--- src/bba_pkg.sv ---
// Package for the bitmap block allocator.
// Holds map geometry, request and status codes and register indexes.
// Depends on nothing; used by every module of the block.
package bba_pkg;

   // Map geometry.
   localparam int MAX_BLOCKS = 65536;
   localparam int WORD_BITS  = 32;
   localparam int MAP_WORDS  = (MAX_BLOCKS + WORD_BITS - 1) / WORD_BITS;
   localparam int ADDR_W     = $clog2(MAP_WORDS);
   localparam int BIT_W      = $clog2(WORD_BITS);

   // Field widths fixed by the interface.
   localparam int BLOCK_W = 16;
   localparam int COUNT_W = 17;
   localparam int DELTA_W = 18;
   localparam int CSR_IDX_W = 1;

   // Search bound is capped by the map size and by the reach of a block number.
   localparam int LIM_TOP   = (MAX_BLOCKS < 65536) ? MAX_BLOCKS : 65536;
   localparam int COUNT_TOP = (MAX_BLOCKS < 131071) ? MAX_BLOCKS : 131071;

   // Request modes.
   localparam logic [1:0] MODE_ALLOC = 2'd0;
   localparam logic [1:0] MODE_FREE  = 2'd1;
   localparam logic [1:0] MODE_MARK  = 2'd2;

   // Result status codes.
   localparam logic [1:0] ST_DONE    = 2'd0;
   localparam logic [1:0] ST_NOFREE  = 2'd1;
   localparam logic [1:0] ST_IGNORED = 2'd2;

   // Configuration register indexes.
   localparam logic [CSR_IDX_W-1:0] CSR_TOTAL_BLOCKS = 1'd0;
   localparam logic [CSR_IDX_W-1:0] CSR_INIT_FREE    = 1'd1;

endpackage

--- src/bba_first_clear.sv ---
// Lowest clear bit finder for one map word.
// Depends on bba_pkg for the word width.
module bba_first_clear (
   input  logic [bba_pkg::WORD_BITS-1:0] word,
   output logic                          found,
   output logic [bba_pkg::BIT_W-1:0]     index
);
   import bba_pkg::*;

   // A word with any clear bit still holds a free block.
   assign found = ~&word;

   // Priority encoder: the last hit, walking downwards, is the lowest clear bit.
   always_comb begin
      index = '0;
      for (int i = WORD_BITS - 1; i >= 0; i--) begin
         if (!word[i]) begin
            index = BIT_W'(i);
         end
      end
   end

endmodule

--- config.mk ---
export PLATFORM = sky130hd
export DESIGN_NAME = bba_first_clear
export DESIGN_NICKNAME = d
export VERILOG_FILES = /design/src/bba_pkg.sv /design/src/bba_first_clear.sv
export SDC_FILE = /design/constraint.sdc
export NUM_CORES = 1
export LEC_CHECK = 0
export BUFFER_PORTS_ARGS = -buffer_cell sky130_fd_sc_hd__buf_2
export CAP_MARGIN = 5
export CORE_AREA = 2 2 39 41
export DETAILED_ROUTE_END_ITERATION = 6
export DIE_AREA = 0 0 41 43
export PLACE_DENSITY = 0.7
export SYNTH_ARGS = -nofsm -noshare
export SYNTH_HDL_FRONTEND = slang
export SYNTH_SLANG_ARGS = --single-unit
--- constraint.sdc ---
create_clock -name vclk -period 0.8
set_input_delay 0.04 -clock vclk [all_inputs]
set_output_delay 0.04 -clock vclk [all_outputs]
set_load 0.05 [all_outputs]
==> impl_metrics.toml <==
[placed_design]
hpwlAfterDp_mm = 1.54
io_buffer_count = 38
gp_congestion = 0.851

[floorplanning]
initial_utilization_pct = 28.4
coreArea_sq_um = 1380
rows = 14
io_pins = 38
fp.dieH_um = 43
die_width_um = 41
die_area_sq_um = 1760

[clock_network]
cts_hold_buffers = 0

[timing]
timing.fmax_ghz = 0.794
slew_headroom_pct = 70.3
final-hold-violation-count = 0
tightest_slew_ns = 0.441
layout_min_cycle_time_ns = 1.26
setup_viol_count_final = 6
timing.final.max_slew_violations = 0
fin_ws_ns = -0.459
hold_ws_ns = 0.589
rsz0062_at_grt = "true"
post-route-period-util_pct = 157

[setup_path]
crit_required_ns = 0.76
path_cells = "buf_6 -> nand4_1 -> or3_4 -> nor3_4 -> nand3b_1 -> buf_6"
cp_top_family = "simple AND/OR/NAND/NOR gates"
cp-start-kind = "primary input"
worstPathArrival_ns = 1.22
cp_slowest_stage_delay_ns = 0.43
cp.buffers_inverters = 2
cpMaxStageDelayCell = "or3_4"
crit_type = "in2out"
cp_max_fo = 3
endpoint_kind = "output port"
crit_top_cell = "buf_6"

[drt]
drt-pass1-iter-count = 4
routedWlPerCell_um = 18.5
drt-total-wl_mm = 2.70
drc = 0
viasPerCell = 5.92
drtIter0Drc = 22
vias = 865
ant_nets = 0

[global_routing]
grt_use_total_pct = 27.0
grt_pass1_vias = 838
overflow = 0
grt_pass1_wl_mm = 3.48
grt_max_degree = 5
grt_antenna_before_repair = 0

[power_and_ir_drop]
pwr-share-comb_pct = 100.0
p_seq_share_pct = 0
power_mw = 0.513
ir_drop_mv = 0.260
p_sw_mw = 0.238
internal_power_mw = 0.275
pwr-share-clk_pct = 0
p_sw_share_pct = 46.5
p_per_area_nw_per_um2 = 447
power.leakage_nw = 0.495

[logic_synthesis]
yosysTopAreaCellShare_pct = 14.3
yosysMostFrequentCell = "nand2_1"
synth.distinct_cells = 22
synth_common_cells = "nand2_1, nand4_1, inv_1, nand3_1, a21oi_1"
synthTopCellsByArea = "nand4_1, nand2_1, nand3_1, a21oi_1, a31oi_1"
ys_seq_area_share_pct = 0
synth_cells = 66
netlist_area_sq_um = 393
syn_avg_cell_area_sq_um = 5.95
yosys_warnings = 0
synth_largest_area_cell = "nand4_1"
synth_nets = 98

[finish]
final_util_pct = 82.8
drive_gt1_share_pct = 69.2
antenna_cells = 0
clock_buffer_count = 0
seq_area_sq_um = 0
seq_cell_count = 0
nNetsFinal = 164
nFillCells = 80
syn2layout_area_growth_pct = 192

[outcome]
violations = "negative setup slack"
status = "complete, but fails checks"

[hold_path]
min_to = "index[0]"
hold_class = "in2out"
worstHoldStart = "word[0]"
holdPathStages = 4

[run]
maxCapViolCount = 0
[power groups by stage]
stage	logic, mW	clock network (mW)	registers, mW
after floorplan	0.113	0	0
after global placement	0.329	0	0
after detailed placement	0.340	0	0
after CTS	0.437	0	0
after global routing	0.535	0	0
final	0.513	0	0
[stage by stage]
step / cell area [sq um] / TNS (ns) / setup WS, ns / std cells
floorplan: 443 / -1.19 / -0.321 / 66
global placement: 811 / -2.12 / -0.418 / 141
detailed placement: 811 / -2.19 / -0.445 / 141
CTS: 1040 / -1.55 / -0.360 / 145
global route: 1150 / -2.35 / -0.511 / 146
finish: 1150 / -2.11 / -0.459 / 146
[area by class of cell]
cell class | count | area, sq um | share of cell area (%)
multi-input cells | 60 | 519 | 45.3
repair buffers | 64 | 584 | 51.0
well taps | 16 | 20.0 | 1.75
inverters | 6 | 22.5 | 1.97
[metal layers]
layer,GRT usage (%),part of all wire [%],up-vias,wire (um)
li1,-,-,392,-
met1,33.1,37,420,995
met2,46.6,55,43,1500
met3,3.14,4.2,10,114
met4,7.33,3.5,0,94
met5,0,0,-,0
[cell families after synthesis]
| kind of cell | count (synthesis) | synth area share (%) |
|---|---|---|
| AOI/OAI and AO/OA | 21 | 36.0 |
| buffers and inverters | 6 | 5.73 |
| and+or+nand+nor | 39 | 58.3 |
[cell usage in the layout, fill, tap and decap left out]
master	n
inv_1	5
nor2_2	1
o221a_2	1
a31oi_4	1
o2111ai_2	1
a211oi_2	1
nand2b_1	1
inv_2	1
buf_6	27
o2111ai_1	1
a21o_1	1
buf_4	22
o21bai_4	1
buf_8	4
nand2_2	3
nand2_1	6
o21ai_0	3
a2111oi_4	1
nand4_1	9
nand3_1	4
nor3_4	2
a21oi_4	2
nor2_4	2
nand3b_1	2
nor4_4	1
or3_4	2
nand2_4	2
and4_4	1
nand3_2	2
a21oi_1	2
a31oi_1	3
o21ai_1	2
nor2_1	1
buf_2	11
a21oi_2	1
[what timing repair did]
item                       in CTS  in global routing
resized for setup              45                 21
pin swaps                      14                 11
buffers inserted                4                  1
setup endpoints to repair       6                  6
[how the worst max path moves through the flow]
stage / from / endpoint / depth (start not counted) / slack [ns]
5_1_grt: word[31] / found / 6 / -0.51
3_3_place_gp: word[11] / index[0] / 7 / -0.42
6_report: word[31] / found / 6 / -0.46
2_1_floorplan: word[28] / found / 4 / -0.32
4_1_cts: word[21] / index[0] / 6 / -0.36
3_5_place_dp: word[11] / index[0] / 7 / -0.45
Power figures use the tool's default switching activity.
